[src/design/qmfs_merge.sv]
// ============================================================================
// qmfs_merge
// Rounds and saturates the two lane sums into the stage outputs.
// ============================================================================
module qmfs_merge #(
    parameter int SAMPLE_BITS = 24,
    parameter int COEF_BITS   = 18,
    parameter int ACC_W       = 48
) (
    input  logic signed [ACC_W-1:0]       acc_even,
    input  logic signed [ACC_W-1:0]       acc_odd,
    output logic signed [SAMPLE_BITS-1:0] first,
    output logic signed [SAMPLE_BITS-1:0] second
);

    localparam int SH = COEF_BITS - 1;

    function automatic logic signed [SAMPLE_BITS-1:0] round_sat(
        input logic signed [ACC_W-1:0] a
    );
        logic signed [ACC_W:0] r;
        logic signed [ACC_W:0] s;
        logic                  same;
        r = {a[ACC_W-1], a} + (ACC_W+1)'(1 << (SH - 1));
        s = r >>> SH;
        same = (&s[ACC_W:SAMPLE_BITS-1]) | ~(|s[ACC_W:SAMPLE_BITS-1]);
        if (same) begin
            round_sat = s[SAMPLE_BITS-1:0];
        end else begin
            round_sat = {s[ACC_W], {(SAMPLE_BITS-1){~s[ACC_W]}}};
        end
    endfunction

    assign first  = round_sat(acc_odd);
    assign second = round_sat(acc_even);

endmodule

[config.mk]
export PLATFORM = sky130hd
export DESIGN_NAME = qmfs_merge
export DESIGN_NICKNAME = d
export VERILOG_FILES = /design/src/design/qmfs_merge.sv
export SDC_FILE = /design/constraint.sdc
export NUM_CORES = 1
export LEC_CHECK = 0
export CORE_ASPECT_RATIO = 2
export CORE_UTILIZATION = 40
export DETAILED_ROUTE_END_ITERATION = 16
export DONT_BUFFER_PORTS = 1
export GPL_ROUTABILITY_DRIVEN = 0
export SYNTH_ARGS = -nofsm -noshare
export SYNTH_HDL_FRONTEND = slang
export SYNTH_SLANG_ARGS = --single-unit
[constraint.sdc]
create_clock -name vclk -period 4.5
set_input_delay 0.225 -clock vclk [all_inputs]
set_output_delay 0.225 -clock vclk [all_outputs]
set_load 0.05 [all_outputs]
==> results.md <==
* Area of the die at 5030 um2
* Fraction of layout cells with a size suffix above 1 at 18.6%
* # hold bufs at CTS at 0
* Diode count at 0
* Crit path kind: in -> out
* Post-Layout Cell Count at 373
* Synth Instances at 295
* Residual DRC at 0
* WP data arrival at 3200 ps
* Max Fclk at approximately 300 MHz
* Routed Antenna Nets at 0
* Gr usage total at approximately a quarter
* Core Area at 4550 um2
* CP startpoint kind: input port
* Die W at 50.6 um
* Combinational share of power at 100.0%
* Remaining Overflow, GRT at 0
* Area delta synth->final at 18.2%
* Global-route wire length before repair at 9920 um
* Wire per inst at 17.3 um
* Max-cap violations at 0
* Clk pwr share at 0%
* Netlist cell types at 42
* Die height at 99.3 um
* Vias at between 2000 and 2500
* Hpwl dp at 5420 um
* Pin slew with the least headroom to its limit at between 1000 and 1500 ps
* Slew headroom at a little under 20%
* Crit Path Max Fanout at 23
* Rows at 35
* Final setup fails at 0
* Initial antenna violation count at 0
* Sum Neg Setup Slack at 0 ps
* Final net count at ~420
* I/O pin cnt at 144
* 1st-iter DRT viols at 34
* Reg area at 0 um2
* Vias in the first global route at between 2000 and 2500
* Synthesized area per cell at 6.42 um2
* Pre-antenna DRT Iters at 6
* Required @ worst endpoint at 4280 ps
* NetSw at ~0.00017 W
* Placed cells at 373
* Syn nets at 393
* Clock buffer cells at 0
* Fillcell total at 511
* Total wire length at 6440 um
* Unrepaired setup endpoints after global routing: no
* Starting Density at 41.6%
* Post-synthesis sequential area ratio at 0%
* Yosys warnings at 0
* Post-CTS Setup Bufs at 0
* Port buffer count at 0
* Hold Vio Cnt, Final at 0
* Tcrit/Tclk final at between 70% and 80%
* Sequential cell count at 0
* Largest net degree at the start of global routing at 24
* LEAKAGE at ~0.7 nW
* Peak supply drop at 0.0635 mV
* Hold Crit Class: in -> out
* Reg power frac at 0%
* Switching share of power at about 72%
* Synth Cell Area at 1890 um2
* Min Tclk post-route at 3430 ps
* Cts repair resizes at 0
* Vias/cell at 6.50
* Cell type with the largest total area after synthesis: xor2_1
* Internal power at between 0.00006 and 0.00007 W
* Synth top area cells: xor2_1 (11%), xnor2_1 (10%), nand3_1 (7.7%), nand4_1 (6.6%), nor3_1 (5.6%)
* Top cell type's share of synthesized area at 11.1%
* PD cells at 106 nW/um2
* Status: finished clean
* Max-slew violations at 0
* Worst setup EP type: output pin
## worst max-delay path, cell delays in order
cell and delay (ps):
nand3_1 170, nor3_1 600, nand3_1 130, o21ai_0 400, inv_1 570, and2_1 330
a211oi_2 760
## cells by family after synthesis
kind of cell             Yosys count  synth area share, %
AND/OR/NAND/NOR                  167                 49.6
AO/OA/AOI/OAI                     59                 22.3
multiplexers                       2                 1.06
XOR/XNOR                          46                 21.3
adder cells (fa/ha/maj)            2                 1.32
buffers and inverters             19                 4.43
## final timing paths
path,depth (start not counted),endpoint,start,slack [ps]
max,7,second[11],acc_even[21],1070
min,3,first[18],acc_odd[35],770
## synthesized netlist by cell type (all sizes together), types with 3 or more instances
cell,number
nand3,29
nor3,25
xor2,24
nand2,23
xnor2,22
nand4,21
nor2,19
a211oi,14
and2,13
o22ai,13
a21oi,9
o21ai,9
and3,8
nor4,8
clkbuf,7
inv,7
buf,5
o31ai,5
or4,5
and4,4
or3,4
nor3b,3
## per-stage QoR
step / hold WS, ps / utilization [%] / instance area (um2) / total power (W) / worst slack [ps]
final: 774 / 49.1 / 2240 / 0.000238 / 1070
after global routing: 791 / 49.1 / 2240 / 0.000250 / 871
after CTS: 779 / 49.1 / 2240 / 0.000239 / 1060
after detailed placement: 779 / 49.1 / 2240 / 0.000238 / 1040
after global placement: 767 / 49.1 / 2240 / 0.000237 / 1040
after floorplan: 748 / - / 1890 / 0.000187 / 1180
## cells in the final DEF (no fill, tap or decap), types with 12 or more instances in the layout
cell type / synthesis / layout
buf_4: 0 / 35
xor2_1: 24 / 24
o22ai_1: 13 / 13
and2_1: 13 / 13
nand4_1: 20 / 20
nor2_1: 19 / 19
xnor2_1: 22 / 22
a211oi_2: 1 / 12
nand3_1: 29 / 29
nand2_1: 23 / 23
nor3_1: 21 / 21
## power by group through the flow
stage          clock [W]  combinational, W  sequential (W)
2_1_floorplan          0          0.000187               0
3_3_place_gp           0          0.000237               0
3_5_place_dp           0          0.000238               0
4_1_cts                0          0.000239               0
5_1_grt                0          0.000250               0
6_report               0          0.000238               0
## layer usage
layer,vias to the layer above,global-route usage (%),part of all wire [%]
li1,1179,-,-
met1,1121,19.0,31
met2,109,54.4,60
met3,15,3.52,5.9
met4,0,9.62,3.2
met5,-,0,0
## final cells by class
type                            instances  area, um2  share of cell area [%]
Tap cell                               55       68.8                    3.07
Inverter                                7       26.3                    1.17
Multi-Input combinational cell        276       1880                    84.0
Timing Repair Buffer                   35        263                    11.7
Note: power is estimated with default switching activity, not from simulation.
