<file path="src/design/qmfs_ram.sv">
// ============================================================================
// qmfs_ram
// Generic RAM with one write port and two registered read ports.
// ============================================================================
module qmfs_ram #(
    parameter int WIDTH = 24,
    parameter int DEPTH = 48
) (
    input  logic                     aclk,
    input  logic                     we,
    input  logic [$clog2(DEPTH)-1:0] waddr,
    input  logic [WIDTH-1:0]         wdata,
    input  logic [$clog2(DEPTH)-1:0] raddr0,
    input  logic [$clog2(DEPTH)-1:0] raddr1,
    output logic [WIDTH-1:0]         rdata0,
    output logic [WIDTH-1:0]         rdata1
);

    logic [WIDTH-1:0] mem [DEPTH];

    always_ff @(posedge aclk) begin
        if (we) begin
            mem[waddr] <= wdata;
        end
        rdata0 <= mem[raddr0];
        rdata1 <= mem[raddr1];
    end

endmodule

</file>
<file path="config.mk">
export PLATFORM = sky130hd
export DESIGN_NAME = qmfs_ram
export DESIGN_NICKNAME = d
export VERILOG_FILES = /design/src/design/qmfs_ram.sv
export SDC_FILE = /design/constraint.sdc
export NUM_CORES = 1
export LEC_CHECK = 0
export BUFFER_PORTS_ARGS = -buffer_cell sky130_fd_sc_hd__buf_4
export CAP_MARGIN = 20
export CORE_MARGIN = 2
export CORE_UTILIZATION = 52
export CTS_CLUSTER_SIZE = 24
export DETAILED_ROUTE_END_ITERATION = 10
export GPL_ROUTABILITY_DRIVEN = 1
export GPL_TIMING_DRIVEN = 0
export PLACE_DENSITY_LB_ADDON = 0.08
export RECOVER_POWER = 100
export SYNTH_ARGS = -nofsm -noshare
export SYNTH_HDL_FRONTEND = slang
export SYNTH_SLANG_ARGS = --single-unit
</file>
<file path="constraint.sdc">
create_clock -name aclk -period 5.6 [get_ports aclk]
set_input_delay 0.84 -clock aclk [delete_from_list [all_inputs] [get_ports aclk]]
set_output_delay 0.84 -clock aclk [all_outputs]
set_load 0.1 [all_outputs]
</file>
==> out/metrics.yaml <==
layout:
  design_area_mm2: 0.0616
  fin_nets: 3504
  most-common-layout-cells: "edfxtp_1, mux2i_1, clkbuf_1, mux4_2, a22oi_1"
  area_growth_pct: 11.3
  diodes: 0
  mostFrequentLayoutCell: "edfxtp_1"
  drive_gt1_share_pct: 15.6
  fin_cells: 4948
timing:
  slew_headroom_pct: -69.4
  drv_slew: 1957
  hold_violations: 0
  finalCritPeriodShare_pct: 83.6
  rsz0062_at_grt: "false"
  setup_ws_ns: 0.920
  fin_worst_skew_ns: 0.0233
  finalSetupViolCount: 0
  fmax_ghz: 0.214
  period_needed_ns: 4.68
  worst_pin_slew_ns: 2.54
status:
  status: "complete, but fails checks"
  violations: "design-rule violations, max-capacitance violations, max-slew violations"
logic_synthesis:
  synth_fp_nets: 3228
  ys_seq_area_share_pct: 64.2
  synth_cells: 3184
  synth_cell_types: 29
  synthesis.area_mm2: 0.0554
  avgSynthCellArea_um2: 17.4
  yosys_warnings: 0
  synth_seq_cells: 1200
drt:
  post_drt_wl_per_cell_um: 41.1
  dr.pass1.iters: 10
  ant_nets: 0
  vias: 35200
  drt_iter0_drc: 5142
  routed_wl_mm: 203
  drcViolationCount: 4
  routed_via_density: 7.11
placed_design:
  portBuffers: 79
  place_ws_ns: 1.28
  postPlaceCellArea_mm2: 0.0592
  place_congestion: 1.09
  dp.cells: 4713
  dpl.hpwl_mm: 141
setup_path:
  crit_type: "primary input to flop"
  end_kind: "flop"
  path_max_fanout: 10
  cp_data_required_time_ns: 6.12
  crit_path_start_kind: "primary input"
  arrival_ns: 5.20
global_route:
  grt_pass1_vias: 34700
  grt_pass1_wl_mm: 275
  grt_use_total_pct: 37.3
  gr-usage-met1_pct: 48.7
  grt_overflow: 0
  grt_max_degree: 49
  grtUsageMet3_pct: 11.0
  use_met2_pct: 58.2
  busiest_layer: "met2"
  antenna_found_initial: 8
clocking:
  clkLatencyLatePin_ns: 0.77
  post-cts-setup-buffer-count: 0
  cts_tree: "done"
  numCtsBuffers: 133
  cts.sinks: 1200
  clock_path_buffers: 3
  cts-resized-gates: 0
  root_buffer: "clkbuf_16"
  clkTransAtPathRegs_ns: 0.05
  htreeDepth: 4
  ctsHoldBuffers: 0
min_path:
  min_path_type: "primary input to flop"
flow_run:
  maxCapViolCount: 69
die:
  rows: 119
  core_area_mm2: 0.105
  start_util_pct: 52.5
  fp.dieH_um: 330
  dieArea_mm2: 0.109
  ioPinCount: 92
  die_w_um: 330
power_and_ir_drop:
  cellLeakagePower_nw: 21.2
  peakVddDrop_uv: 285
  powerDensity_mw_per_mm2: 336
metrics by stage:
step	hold WS [ns]	power [mW]	TNS [ns]	util, %
finish	0.574	20.7	0	58.5
floorplan	0.788	11.5	0	-
global placement	0.861	12.3	-26.70	54.7
global route	0.534	21.1	0	58.5
detailed placement	0.876	12.4	0	56.2
CTS	0.532	20.7	0	60.2
worst max-delay path: stages:
cell and delay, ns:
clkbuf_1 0.69, nor2_1 0.44, clkbuf_1 0.57, a221oi_1 1.18, o22ai_1 0.18, o41ai_1 1.27
per-layer routing:
metal	wire [um]	up-vias
li1	-	13900
met1	74700	18100
met2	93500	2481
met3	24100	626
met4	10900	14
met5	235	-
area by class of cell:
type / count / area (um2)
fillers: 8053 / 43800
flip-flops and latches: 1200 / 35600
multi-input cells: 1720 / 18000
clock buffers: 181 / 3780
well taps: 1391 / 1740
plain buffers: 264 / 1450
repair buffers: 141 / 664
clock inverters: 51 / 385
where the power goes:
part	total (mW)	internal [mW]	switching (mW)	leakage (nW)
registers	10.0	9.96	0.0414	10.8
logic	2.22	0.612	1.60	8.40
clock network	8.48	4.97	3.51	2.04
total	20.7	15.5	5.16	21.2
sequential cells by signal, summed over array words and instances, names as in the netlist:
name / count
rdata1: 24
mem: 1152
rdata0: 24
logic make-up after synthesis:
logic type	Yosys count	share of synthesized area (%)
mux	1008	23.6
flops	1200	64.2
compound gates	576	8.46
buf+inv	264	2.63
simple gates	136	1.06
synthesized netlist by cell type:
library cell | number | share of area, %
a21oi_1 | 96 | 0.87
a221oi_1 | 96 | 1.5
a22o_1 | 96 | 1.5
a22oi_1 | 192 | 2.6
and2_1 | 2 | 0.023
buf_1 | 24 | 0.16
buf_2 | 37 | 0.33
buf_4 | 52 | 0.70
buf_6 | 29 | 0.59
clkbuf_1 | 120 | 0.81
clkbuf_4 | 2 | 0.027
dfxtp_1 | 48 | 1.7
edfxtp_1 | 1152 | 62
mux2i_1 | 768 | 14
mux4_2 | 240 | 9.8
nand2_1 | 56 | 0.38
nand2b_1 | 7 | 0.079
nand3_1 | 4 | 0.036
nand3b_1 | 2 | 0.027
nand4_1 | 1 | 0.011
nor2_1 | 50 | 0.34
nor2b_1 | 7 | 0.079
nor3_1 | 2 | 0.018
nor4bb_1 | 1 | 0.018
o22ai_1 | 48 | 0.54
o41ai_2 | 48 | 1.4
or2_2 | 2 | 0.023
or3_1 | 1 | 0.011
or3b_2 | 1 | 0.016
final timing paths:
kind / from / to / slack, ns / cells after the start
worst max register to register: mem[13][12] / rdata1[12] / 2.26 / 5
worst max-delay path: raddr1[2] / rdata1[12] / 0.92 / 6
worst min-delay path: raddr0[5] / rdata0[8] / 0.57 / 2
worst min register to register: mem[6][4] / rdata1[4] / 0.87 / 4
Power figures use the tool's default switching activity.
