===== src/design/qmfs_pkg.sv =====
// ============================================================================
// qmfs_pkg
// Shared types and constants of the four-band QMF synthesis bank.
// ============================================================================
package qmfs_pkg;

    localparam int FUNC_BITS  = 2;
    localparam int INDEX_BITS = 5;
    localparam int SCALE_BITS = 16;
    localparam int SCALE_FRAC = 14;
    localparam logic [SCALE_BITS-1:0] SCALE_RESET = 16'd16384;

    typedef enum logic [FUNC_BITS-1:0] {
        FUNC_LOAD  = 2'd0,
        FUNC_PROC  = 2'd1,
        FUNC_CLEAR = 2'd2,
        FUNC_NONE  = 2'd3
    } func_t;

    typedef enum logic [2:0] {
        ST_IDLE,
        ST_LOAD,
        ST_WR_SUM,
        ST_WR_DIFF,
        ST_MAC,
        ST_DRAIN,
        ST_FIN
    } state_t;

    typedef struct packed {
        logic clr;
        logic mul_en;
        logic acc_en;
    } lane_ctl_t;

endpackage


===== src/design/qmfs_lane.sv =====
// ============================================================================
// qmfs_lane
// One multiply-accumulate lane of the polyphase dot product.
// ============================================================================
module qmfs_lane #(
    parameter int SAMPLE_BITS = 24,
    parameter int COEF_BITS   = 18,
    parameter int ACC_W       = 48
) (
    input  logic                          aclk,
    input  qmfs_pkg::lane_ctl_t           ctl,
    input  logic signed [COEF_BITS-1:0]   coef,
    input  logic signed [SAMPLE_BITS-1:0] sample,
    output logic signed [ACC_W-1:0]       acc
);

    localparam int PROD_W = COEF_BITS + SAMPLE_BITS;

    logic signed [PROD_W-1:0] prod_reg;
    logic signed [ACC_W-1:0]  acc_reg;

    always_ff @(posedge aclk) begin
        if (ctl.mul_en) begin
            prod_reg <= coef * sample;
        end
        if (ctl.clr) begin
            acc_reg <= '0;
        end else if (ctl.acc_en) begin
            acc_reg <= acc_reg + ACC_W'(prod_reg);
        end
    end

    assign acc = acc_reg;

endmodule


===== config.mk =====
export PLATFORM = sky130hd
export DESIGN_NAME = qmfs_lane
export DESIGN_NICKNAME = d
export VERILOG_FILES = /design/src/design/qmfs_pkg.sv /design/src/design/qmfs_lane.sv
export SDC_FILE = /design/constraint.sdc
export NUM_CORES = 1
export LEC_CHECK = 0
export BUFFER_PORTS_ARGS = -buffer_cell sky130_fd_sc_hd__buf_2
export CAP_MARGIN = 30
export CORE_MARGIN = 4
export CORE_UTILIZATION = 70
export DETAILED_ROUTE_END_ITERATION = 10
export PLACE_DENSITY = 0.89
export SETUP_SLACK_MARGIN = 0.02
export SLEW_MARGIN = 10
export SYNTH_ARGS = -nofsm -noshare
export SYNTH_HDL_FRONTEND = slang
export SYNTH_SLANG_ARGS = --single-unit
export TNS_END_PERCENT = 20

===== constraint.sdc =====
create_clock -name aclk -period 15.7 [get_ports aclk]
set_input_delay 0.785 -clock aclk [delete_from_list [all_inputs] [get_ports aclk]]
set_output_delay 0.785 -clock aclk [all_outputs]
set_load 0.01 [all_outputs]

==> flow_summary.yaml <==
status:
  status: "complete, no violations"
worst_hold_path:
  hold_depth: 2
  min_path_type: "flop to flop"
  worstHoldStart: "acc[38]"
  whs_endpoint: "acc[38]"
grt:
  use_met3_pct: 8.05
  grt_pass1_vias: 17430
  grt_max_degree: 55
  grt_overflow: 0
  antenna_found_initial: 2
  top_usage_layer: "met2"
  grt_util_met1_pct: 44.1
  grt_pass1_wl_um: 86500
  met2_usage_pct: 52.1
  track_usage_pct: 32.2
cells_and_area:
  drive_gt1_share_pct: 5.22
  syn_to_final_growth_pct: 4.46
  largest_reg_flops: 48
  final_nets: 2995
  seq_area_um2: 2220
  stdcell_count: 2768
  nFillCells: 2048
  multiInputGateArea_um2: 16500
synth:
  syn_area_per_cell_um2: 8.90
  yosysTopAreaCell: "fa_1"
  synth_edf_count: 42
  ys_seq_elements: 90
  synth_top_cell_area_share_pct: 40.6
  synth_nets: 2988
  syn_area_um2: 21000
  postSynthCellCount: 2364
  synth-async-reset-ratio_pct: 0
  yosysWarnings: 0
  yosys-top-cells-area: "fa_1 (41%), inv_1 (9.3%), ha_1 (9.0%)"
  yosysSeqAreaShare_pct: 10.6
  ys.flop_type: "dfxtp_1"
  ys_types: 67
drt:
  first_pass_iters: 8
  num_vias: 16298
  vias_per_cell: 5.89
  wl_per_cell_um: 18.6
  drtIter0Drc: 1231
  final_antenna_net_count: 0
  drt_wl_total_um: 51400
  remaining_drc_errors: 0
placement:
  place_inst: 2748
  place_hpwl_um: 42100
  place.gp.congestion: 0.951
  io_buffers: 93
clocking:
  tritoncts: "built"
  cts_hold_buf: 0
  cts_num_sinks: 90
  cts_resized: 0
  clk_pin_slew_worst_paths_ns: 0.07
  clockBufferDepth: 2
  ctsRootBufferMaster: "clkbuf_16"
  numCtsBuffers: 9
  worstSkewPairLatency_ns: 0.34
  cts_max_level: 3
  cts_setup_buffers: 0
sta:
  setup-violations-final: 0
  fin_crit_sh_pct: 46.3
  tns_ns: 0
  max_slew_margin_pct: 42.4
  worstMarginPinSlew_ns: 0.865
  finalHoldViolCount: 0
  timing.hold.ws_ns: 0.513
  clock-skew-final_ns: 0.00902
  slew_violations: 0
  fin_crit_ns: 7.27
  fmax_mhz: 137
  rsz0062_at_grt: "no"
floorplanning:
  rows: 63
  ios: 94
  die_area_um2: 32900
  die_x_um: 181
  die_h_um: 181
  fp.coreArea_um2: 29600
  initial_core_util_pct: 71.0
critical_path:
  timing.rr.start: "prod_reg[12]"
  ff2ff_path_depth: 10
  reg2reg_to: "acc[43]"
  crit_type: "input port to flop"
  worstPathRequired_ns: 15.78
  cp_max_fo: 18
  reg2reg_setup_slack_ns: 12.46
  cp-start-kind: "input port"
  cp.arrival_ns: 7.35
  crit_path_end_kind: "flop"
flow_run:
  drv_cap: 0
critical path: stages:
cell       delay (ns)
buf_2            0.25
clkinv_1         0.59
nor2_1           0.30
fa_1             0.46
fa_1             0.52
fa_1             0.43
fa_1             0.53
fa_1             0.51
inv_1            0.05
fa_1             0.48
inv_1            0.04
ha_1             0.35
a21o_1           0.19
a21oi_1          0.16
nor2_1           0.07
nor2_1           0.19
a21oi_1          0.11
a211oi_1         0.24
o31ai_1          0.20
a221oi_1         0.51
mux2i_1          0.24
o2111ai_1        0.13
cell usage after synthesis, types with 38 or more instances:
library cell,n
inv_1,523
ha_1,152
clkbuf_1,92
nand2_1,315
fa_1,426
edfxtp_1,42
dfxtp_1,48
and2_1,158
a21oi_1,86
o21ai_0,38
xnor2_1,59
nor2_1,98
a21o_1,54
placed cells by master (no fill, tap or decap), drive strengths merged, types with 11 or more instances in the layout:
| cell | instances |
|---|---|
| nand4 | 18 |
| o21a | 11 |
| xnor2 | 59 |
| mux2i | 24 |
| edfxtp | 42 |
| nand2b | 15 |
| o21bai | 12 |
| nor3 | 19 |
| and2 | 158 |
| and3 | 14 |
| nor2b | 11 |
| nand3 | 18 |
| nor2 | 98 |
| a21oi | 86 |
| a21o | 54 |
| ha | 152 |
| nand2 | 315 |
| inv | 527 |
| buf | 96 |
| fa | 426 |
| dfxtp | 48 |
| o21ai | 44 |
cell families (layout without fill, tap and decap cells):
group / after synthesis / after routing / synth area share, %
compound gates: 278 / 278 / 8.69
flops: 90 / 90 / 10.6
xor+xnor: 69 / 69 / 2.87
mux: 24 / 24 / 1.14
fa+ha+maj: 578 / 578 / 49.6
other cells: 0 / 2 / 0
buf+inv: 624 / 636 / 11.1
simple gates: 701 / 701 / 16.0
routing by layer:
layer / up-vias / routed length (um)
met3: 140 / 5890
met5: - / 0
met1: 7949 / 20100
met2: 950 / 23900
li1: 7259 / -
met4: 0 / 1500
through the flow:
step,util (%),area [um^2],setup slack (ns)
2_1_floorplan,-,21000,8.80
3_3_place_gp,72.9,21600,8.42
3_5_place_dp,72.9,21600,8.21
4_1_cts,74.0,21900,8.57
5_1_grt,74.1,22000,8.15
6_report,74.1,22000,8.43
layout make-up:
cell class	instances	share of cell area, %
antenna	2	0.0228
sequential	90	10.1
timing repair buffer	96	2.34
clock inverter	7	0.382
clock buffer	9	1.03
tap	390	2.22
multi-input combinational	1650	74.9
inverter	524	8.95
worst max-delay path by stage:
stage | depth (start not counted) | end | from
3_5_place_dp | 22 | prod_reg[40] | coef[17]
5_1_grt | 22 | prod_reg[40] | coef[17]
3_3_place_gp | 24 | prod_reg[40] | coef[3]
2_1_floorplan | 25 | prod_reg[40] | sample[14]
6_report | 22 | prod_reg[40] | coef[17]
4_1_cts | 22 | prod_reg[40] | coef[17]
Power is left out: the tool's default activity adds up to more than one toggle a clock period on the data nets, which glitch-free logic cannot reach.
